===== src/hdl/ldf_pkg.sv =====
// Package for the CR/LF line deframer: result kinds, byte codes and queue sizing.
// Shared by every module of the block and by its port checker; depends on nothing.
package ldf_pkg;

    localparam logic [1:0] KIND_DATA = 2'd0;
    localparam logic [1:0] KIND_EOL  = 2'd1;
    localparam logic [1:0] KIND_ERR  = 2'd2;

    localparam logic [7:0] BYTE_LF = 8'h0A;
    localparam logic [7:0] BYTE_CR = 8'h0D;

    localparam int LEN_W  = 16;
    localparam int PEND_W = 20;
    localparam int CFG_W  = 20;

    localparam logic CFG_MAX_LINE_LENGTH   = 1'b0;
    localparam logic CFG_MAX_PENDING_BYTES = 1'b1;

    localparam logic [LEN_W-1:0]  MAX_LINE_LENGTH_RST   = 16'd4096;
    localparam logic [PEND_W-1:0] MAX_PENDING_BYTES_RST = 20'd65536;

    localparam int QDEPTH = 4;
    localparam int QPTR_W = $clog2(QDEPTH);
    localparam int QCNT_W = QPTR_W + 1;

    // Results caused by one input byte: one or two of them.
    typedef struct packed {
        logic [1:0] kind0;
        logic [7:0] byte0;
        logic       has1;
        logic [7:0] byte1;
    } ldf_entry_t;

    // Queue status seen by the front and back parts.
    typedef struct packed {
        logic full;
        logic empty;
    } ldf_qstat_t;

endpackage


===== src/hdl/line_deframer_crlf.sv =====
// Top level of the CR/LF line deframer: front classifier, result queue and output stage.
// Depends on ldf_pkg, ldf_front, ldf_queue and ldf_back.
//
// Usage: each request on the input channel carries one received byte. The block splits
// the stream into lines at LF, drops a CR that directly precedes an LF, skips empty
// lines and keeps at most max_line_length content bytes per line. Each line is sent as
// data requests followed by one end-of-line request. More than max_pending_bytes bytes
// since the last LF produce a single overflow error request, after which all input is
// accepted and ignored until reset. out_last marks the final result caused by a byte.
// Throughput: one input byte per cycle. A byte that releases a held CR yields two
// results, which leave the output one after the other; the four-entry queue between the front and
// the output register absorbs these, and in_stall rises only when that queue is full.
// An accepted byte's entry is written into the queue, and its result then loads the output register.
// The output register lets the next byte be accepted while a result is still waiting.
// When the receiver holds out_stall, the output request holds steady, the queue fills
// and then in_stall is raised. Reset clears the line state, the queue and the output
// register and restores both configuration registers to their defaults.
// Configuration writes (cfg_we, cfg_index, cfg_data) take effect at the next edge.
module line_deframer_crlf (
    input  logic                      clk,
    input  logic                      rst_n,
    input  logic                      cfg_we,
    input  logic                      cfg_index,
    input  logic [ldf_pkg::CFG_W-1:0] cfg_data,
    input  logic                      in_valid,
    output logic                      in_stall,
    input  logic [7:0]                in_byte,
    output logic                      out_valid,
    input  logic                      out_stall,
    output logic [1:0]                out_kind,
    output logic [7:0]                out_byte,
    output logic                      out_last
);
    import ldf_pkg::*;

    ldf_qstat_t qstat;
    ldf_entry_t push_entry;
    ldf_entry_t head;
    logic       push;
    logic       pop;

    // The front updates line state on every accepted byte and pushes an entry
    // only when the byte causes at least one result.
    ldf_front u_front (
        .clk        (clk),
        .rst_n      (rst_n),
        .cfg_we     (cfg_we),
        .cfg_index  (cfg_index),
        .cfg_data   (cfg_data),
        .in_valid   (in_valid),
        .in_stall   (in_stall),
        .in_byte    (in_byte),
        .qstat      (qstat),
        .push       (push),
        .push_entry (push_entry)
    );

    ldf_queue u_queue (
        .clk        (clk),
        .rst_n      (rst_n),
        .push       (push),
        .push_entry (push_entry),
        .pop        (pop),
        .head       (head),
        .qstat      (qstat)
    );

    // The back part emits one result per cycle unless out_stall holds it, and pops an entry after its last result.
    ldf_back u_back (
        .clk       (clk),
        .rst_n     (rst_n),
        .head      (head),
        .qstat     (qstat),
        .pop       (pop),
        .out_valid (out_valid),
        .out_stall (out_stall),
        .out_kind  (out_kind),
        .out_byte  (out_byte),
        .out_last  (out_last)
    );

endmodule


===== src/hdl/ldf_front.sv =====
// Front part of the deframer: takes bytes, tracks line state and builds queue entries.
// Depends on ldf_pkg.
module ldf_front (
    input  logic                      clk,
    input  logic                      rst_n,
    input  logic                      cfg_we,
    input  logic                      cfg_index,
    input  logic [ldf_pkg::CFG_W-1:0] cfg_data,
    input  logic                      in_valid,
    output logic                      in_stall,
    input  logic [7:0]                in_byte,
    input  ldf_pkg::ldf_qstat_t       qstat,
    output logic                      push,
    output ldf_pkg::ldf_entry_t       push_entry
);
    import ldf_pkg::*;

    logic [LEN_W-1:0]  max_len_reg;
    logic [PEND_W-1:0] max_pend_reg;
    logic              closed_reg, closed_next;
    logic              cr_reg, cr_next;
    logic [LEN_W-1:0]  cnt_reg, cnt_next;
    logic [PEND_W-1:0] pend_reg, pend_next;

    logic              accept;
    logic [PEND_W:0]   pend_inc;
    logic              ovf;
    logic              is_lf, is_cr;
    logic [LEN_W-1:0]  cnt1, cnt2;
    logic              keep0, keep1;

    assign in_stall = qstat.full;
    assign accept   = in_valid && !qstat.full && !closed_reg;

    assign pend_inc = {1'b0, pend_reg} + {{PEND_W{1'b0}}, 1'b1};
    assign ovf      = pend_inc > {1'b0, max_pend_reg};
    assign is_lf    = in_byte == BYTE_LF;
    assign is_cr    = in_byte == BYTE_CR;

    // Saturating content counts after one and after two more content bytes.
    assign cnt1  = (cnt_reg == {LEN_W{1'b1}}) ? cnt_reg : cnt_reg + 1'b1;
    assign cnt2  = (cnt1 == {LEN_W{1'b1}}) ? cnt1 : cnt1 + 1'b1;
    assign keep0 = cnt_reg < max_len_reg;
    assign keep1 = cnt1 < max_len_reg;

    always_comb
    begin
        closed_next = closed_reg;
        cr_next     = cr_reg;
        cnt_next    = cnt_reg;
        pend_next   = pend_reg;
        push        = 1'b0;
        push_entry  = '{kind0: KIND_DATA, byte0: in_byte, has1: 1'b0, byte1: in_byte};
        if (accept)
        begin
            if (ovf)
            begin
                push             = 1'b1;
                push_entry.kind0 = KIND_ERR;
                push_entry.byte0 = 8'd0;
                closed_next      = 1'b1;
                cr_next          = 1'b0;
            end
            else if (is_lf)
            begin
                push             = cnt_reg != '0;
                push_entry.kind0 = KIND_EOL;
                push_entry.byte0 = 8'd0;
                cr_next          = 1'b0;
                cnt_next         = '0;
                pend_next        = '0;
            end
            else if (is_cr)
            begin
                pend_next = pend_inc[PEND_W-1:0];
                cr_next   = 1'b1;
                if (cr_reg)
                begin
                    // The earlier CR turns out to be content.
                    push     = keep0;
                    cnt_next = cnt1;
                end
            end
            else
            begin
                pend_next = pend_inc[PEND_W-1:0];
                cr_next   = 1'b0;
                if (cr_reg)
                begin
                    push     = keep0 || keep1;
                    cnt_next = cnt2;
                    if (keep0)
                    begin
                        push_entry.byte0 = BYTE_CR;
                        push_entry.has1  = keep1;
                    end
                end
                else
                begin
                    push     = keep0;
                    cnt_next = cnt1;
                end
            end
        end
    end

    always_ff @(posedge clk or negedge rst_n)
    begin
        if (!rst_n)
        begin
            max_len_reg  <= MAX_LINE_LENGTH_RST;
            max_pend_reg <= MAX_PENDING_BYTES_RST;
            closed_reg   <= 1'b0;
            cr_reg       <= 1'b0;
            cnt_reg      <= '0;
            pend_reg     <= '0;
        end
        else
        begin
            if (cfg_we && cfg_index == CFG_MAX_LINE_LENGTH)
                max_len_reg <= cfg_data[LEN_W-1:0];
            if (cfg_we && cfg_index == CFG_MAX_PENDING_BYTES)
                max_pend_reg <= cfg_data[PEND_W-1:0];
            closed_reg <= closed_next;
            cr_reg     <= cr_next;
            cnt_reg    <= cnt_next;
            pend_reg   <= pend_next;
        end
    end

endmodule


===== src/hdl/ldf_queue.sv =====
// Short queue of result entries between the front and back parts of the deframer.
// Depends on ldf_pkg.
module ldf_queue (
    input  logic                clk,
    input  logic                rst_n,
    input  logic                push,
    input  ldf_pkg::ldf_entry_t push_entry,
    input  logic                pop,
    output ldf_pkg::ldf_entry_t head,
    output ldf_pkg::ldf_qstat_t qstat
);
    import ldf_pkg::*;

    ldf_entry_t        mem [QDEPTH];
    logic [QPTR_W-1:0] wr_reg, rd_reg;
    logic [QCNT_W-1:0] cnt_reg, cnt_next;
    logic              do_push, do_pop;

    assign qstat.full  = cnt_reg == QCNT_W'(QDEPTH);
    assign qstat.empty = cnt_reg == '0;
    assign do_push     = push && !qstat.full;
    assign do_pop      = pop && !qstat.empty;
    assign head        = mem[rd_reg];

    always_comb
    begin
        cnt_next = cnt_reg;
        if (do_push && !do_pop)
            cnt_next = cnt_reg + 1'b1;
        else if (do_pop && !do_push)
            cnt_next = cnt_reg - 1'b1;
    end

    always_ff @(posedge clk)
    begin
        if (do_push)
            mem[wr_reg] <= push_entry;
    end

    always_ff @(posedge clk or negedge rst_n)
    begin
        if (!rst_n)
        begin
            wr_reg  <= '0;
            rd_reg  <= '0;
            cnt_reg <= '0;
        end
        else
        begin
            if (do_push)
                wr_reg <= wr_reg + 1'b1;
            if (do_pop)
                rd_reg <= rd_reg + 1'b1;
            cnt_reg <= cnt_next;
        end
    end

endmodule


===== src/hdl/ldf_back.sv =====
// Back part of the deframer: unpacks queue entries into single results in the output register.
// Depends on ldf_pkg.
module ldf_back (
    input  logic                clk,
    input  logic                rst_n,
    input  ldf_pkg::ldf_entry_t head,
    input  ldf_pkg::ldf_qstat_t qstat,
    output logic                pop,
    output logic                out_valid,
    input  logic                out_stall,
    output logic [1:0]          out_kind,
    output logic [7:0]          out_byte,
    output logic                out_last
);
    import ldf_pkg::*;

    logic       valid_reg, valid_next;
    logic       sub_reg, sub_next;
    logic [1:0] kind_reg, kind_next;
    logic [7:0] byte_reg, byte_next;
    logic       last_reg, last_next;
    logic       load, take;

    assign load = !valid_reg || !out_stall;
    assign take = load && !qstat.empty;

    always_comb
    begin
        valid_next = load ? !qstat.empty : valid_reg;
        sub_next   = sub_reg;
        kind_next  = kind_reg;
        byte_next  = byte_reg;
        last_next  = last_reg;
        pop        = 1'b0;
        if (take)
        begin
            if (!sub_reg)
            begin
                kind_next = head.kind0;
                byte_next = head.byte0;
                last_next = !head.has1;
                pop       = !head.has1;
                sub_next  = head.has1;
            end
            else
            begin
                kind_next = KIND_DATA;
                byte_next = head.byte1;
                last_next = 1'b1;
                pop       = 1'b1;
                sub_next  = 1'b0;
            end
        end
    end

    always_ff @(posedge clk or negedge rst_n)
    begin
        if (!rst_n)
        begin
            valid_reg <= 1'b0;
            sub_reg   <= 1'b0;
        end
        else
        begin
            valid_reg <= valid_next;
            sub_reg   <= sub_next;
        end
    end

    always_ff @(posedge clk)
    begin
        kind_reg <= kind_next;
        byte_reg <= byte_next;
        last_reg <= last_next;
    end

    assign out_valid = valid_reg;
    assign out_kind  = kind_reg;
    assign out_byte  = byte_reg;
    assign out_last  = last_reg;

endmodule


===== config.mk =====
export PLATFORM = sky130hd
export DESIGN_NAME = line_deframer_crlf
export DESIGN_NICKNAME = d
export VERILOG_FILES = /design/src/hdl/ldf_pkg.sv /design/src/hdl/line_deframer_crlf.sv /design/src/hdl/ldf_front.sv /design/src/hdl/ldf_queue.sv /design/src/hdl/ldf_back.sv
export SDC_FILE = /design/constraint.sdc
export NUM_CORES = 1
export LEC_CHECK = 0
export BUFFER_PORTS_ARGS = -buffer_cell sky130_fd_sc_hd__buf_2
export CORE_MARGIN = 2
export CORE_UTILIZATION = 62
export DETAILED_ROUTE_END_ITERATION = 16
export GPL_TIMING_DRIVEN = 1
export PLACE_DENSITY = 0.89
export SLEW_MARGIN = 20
export SYNTH_ARGS = -nofsm -noshare
export SYNTH_HDL_FRONTEND = slang
export SYNTH_HIERARCHICAL = 1
export SYNTH_SLANG_ARGS = --single-unit

===== constraint.sdc =====
create_clock -name clk -period 5.2 [get_ports clk]
set_input_delay 0.52 -clock clk [delete_from_list [all_inputs] [get_ports clk]]
set_output_delay 0.52 -clock clk [all_outputs]
set_load 0.02 [all_outputs]

==> impl_metrics.env <==
export IMPL_synth_area_leader_cell="edfxtp_1"
export IMPL_avgViaCountPerCell=6.43
export IMPL_ys_top_cells_by_area="edfxtp_1 27%, dfrtp_1 21%, ha_1 7.7%, mux4_2 4.5%, nand2_1 3.1%"
export IMPL_hpwl_um=14700
export IMPL_dp_cells=1047
export IMPL_rrSetupSlack_ps=290
export IMPL_hold_violations=0
export IMPL_setup_violations_final=0
export IMPL_io_pins=47
export IMPL_numClockSinks=170
export IMPL_max_vdd_ir_drop_uv=300
export IMPL_grt_pass1_wl_um=34800
export IMPL_post_cts_resized=0
export IMPL_fmax_mhz=204
export IMPL_p_leak_nw=4.41
export IMPL_pre_cts_ws_ps=226
export IMPL_drv_slew=0
export IMPL_row_count=45
export IMPL_synthTopCellsByCount="87 x edfxtp_1, 81 x dfrtp_1, 79 x nand2_1"
export IMPL_vias=6938
export IMPL_fin_area_mm2=0.0105
export IMPL_fin_ws_ps=287
export IMPL_period_minus_slack_ps=4910
export IMPL_grt_util_met2_pct=43.9
export IMPL_largest_register_ffs=76
export IMPL_fin_crit_sh_pct=94.5
export IMPL_top_usage_layer="met2"
export IMPL_start_util_pct=63.1
export IMPL_cts_root_buf="clkbuf_16"
export IMPL_die_h_um=128
export IMPL_synthDistinctLibCells=82
export IMPL_syn_nets=935
export IMPL_required_ps=5510
export IMPL_ys_flop_type="edfxtp_1"
export IMPL_fin_nets=972
export IMPL_ys_seq_elements=170
export IMPL_cts_setup_buffers=0
export IMPL_gr_total_overflow=0
export IMPL_skew_ps=6.81
export IMPL_fill_cells=1019
export IMPL_route_detailed_wl_per_inst_um=19.9
export IMPL_syn2layout_area_growth_pct=9.59
export IMPL_cp_start_kind="register"
export IMPL_drv_cap=0
export IMPL_critical_path_endpoint_type="register"
export IMPL_fin_cells=1079
export IMPL_slew_headroom_pct=32.2
export IMPL_antenna_found_initial=0
export IMPL_crit_fanout=7
export IMPL_io_buffers=46
export IMPL_num_antenna_cells=0
export IMPL_avgSynthCellArea_um2=11.4
export IMPL_use_met1_pct=35.6
export IMPL_path_clk_slew_ps=60
export IMPL_ctsHoldBuffers=0
export IMPL_grtUsageMet3_pct=6.72
export IMPL_dr_pass1_iters=5
export IMPL_htreeDepth=4
export IMPL_power_density_mw_per_mm2=428
export IMPL_grt_pass1_vias=6891
export IMPL_synth_edf_count=87
export IMPL_first_iter_violations=650
export IMPL_routabilityCongestion=0.936
export IMPL_placed_area_mm2=0.00991
export IMPL_worstSetupPathType="register to register"
export IMPL_regArea_mm2=0.00469
export IMPL_cts_buffers=17
export IMPL_worstPathArrival_ps=5230
export IMPL_drcViolationCount=0
export IMPL_fp_dieArea_mm2=0.0164
export IMPL_cts_max_path_buffers=2
export IMPL_ant_nets=0
export IMPL_rsz0062_at_grt="true"
export IMPL_grt_usage_pct=27.5
export IMPL_die_x_um=128
export IMPL_yosys_warnings=6
export IMPL_clk_latency_ps=430
export IMPL_yosysMostFrequentCell="edfxtp_1"
export IMPL_status="finished clean"
export IMPL_power_mw=4.48
export IMPL_finalWirelength_um=21400
export IMPL_grt_start_max_net_pins=84
export IMPL_tightest_slew_ps=1010
export IMPL_hold_class="primary input to async pin"
export IMPL_drive_gt1_share_pct=18.5
export IMPL_yosysSeqAreaShare_pct=49.1
export IMPL_syn_area_mm2=0.00955
export IMPL_multi_input_area_mm2=0.00444
export IMPL_core_area_mm2=0.0151
export IMPL_ys_async_sr_fraction_pct=48.8
export IMPL_cts_tree="done"
export IMPL_syn_inst=841
export IMPL_synth_top_cell_area_share_pct=27.3
worst paths after layout:
path	from	to	depth (start not counted)
worst max-delay path	u_front/pend_reg[6]$_DFFE_PN0P_	u_queue/cnt_reg[1]$_DFFE_PN0P_	18
worst min-delay path	rst_n	u_front/max_len_reg[9]$_DFFE_PN0P_	1
worst max register to register	u_front/pend_reg[6]$_DFFE_PN0P_	u_queue/cnt_reg[1]$_DFFE_PN0P_	18
worst min register to register	u_queue/cnt_reg[2]$_DFFE_PN0P_	u_queue/cnt_reg[2]$_DFFE_PN0P_	1
max in group asynchronous	rst_n	u_queue/cnt_reg[0]$_DFFE_PN0P_	1
min in group clk	cfg_data[5]	u_front/max_len_reg[5]$_DFFE_PN0P_	3
metal layers:
layer  vias to the layer above  part of all wire [%]
met2                       358                    47
met1                      3348                    41
met3                        70                   8.2
met4                         0                   3.7
met5                         -                     0
li1                       3162                     -
cell type report:
class / count / share of cell area [%]
Tap cell: 188 / 2.25
Sequential cell: 170 / 44.8
Inverter: 53 / 1.90
Multi-Input combinational cell: 574 / 42.4
Clock inverter: 13 / 1.11
Timing Repair Buffer: 62 / 3.41
Clock buffer: 19 / 4.14
cell usage in the layout, fill, tap and decap left out, drive strengths merged, types with 10 or more instances in the layout:
cell type,netlist,final
a21o,12,12
a21oi,25,25
a31oi,10,10
and2,17,17
and3,14,14
buf,22,62
clkbuf,22,19
dfrtp,81,81
edfxtp,87,87
ha,59,59
inv,53,59
mux2,31,31
mux4,19,19
nand2,80,80
nand3,17,17
nand4,22,22
nor2,45,45
nor2b,12,12
o21ai,58,58
o31ai,11,11
xnor2,27,27
xor2,13,13
cells by family (layout without fill, tap and decap cells):
group	Yosys count	in the layout	share of synthesized area (%)
multiplexers	55	55	8.97
AO/OA/AOI/OAI	156	156	10.8
AND/OR/NAND/NOR	263	263	15.0
flip-flops	170	170	49.1
adder cells (fa/ha/maj)	60	60	7.94
XOR/XNOR	40	40	3.67
buffers and inverters	97	147	4.54
metrics by stage:
step	setup TNS [ps]	util, %	hold slack [ps]
3_3_place_gp	0	65.4	466
5_1_grt	-12.9	69.1	211
6_report	0	69.1	150
2_1_floorplan	0	-	224
4_1_cts	0	69.0	301
3_5_place_dp	0	65.4	470
report_power, final:
part | total [mW] | switching [mW] | internal (mW)
clock network | 1.20 | 0.538 | 0.665
logic | 1.38 | 0.748 | 0.628
registers | 1.90 | 0.187 | 1.71
total | 4.48 | 1.47 | 3.00
critical path: stages, from the launching register on:
cell,delay [ps]
dfrtp_1,470
nand4_1,190
or2_2,330
or3_1,440
nor2_1,240
xor2_1,180
ha_1,260
nand4_1,140
nor3_1,70
a221o_1,340
o31a_1,330
or2_2,340
nor2_1,190
a31oi_1,120
nor2b_1,170
ha_1,240
inv_1,70
fa_1,400
mux2_2,260
Note: power is estimated with default switching activity, not from simulation.
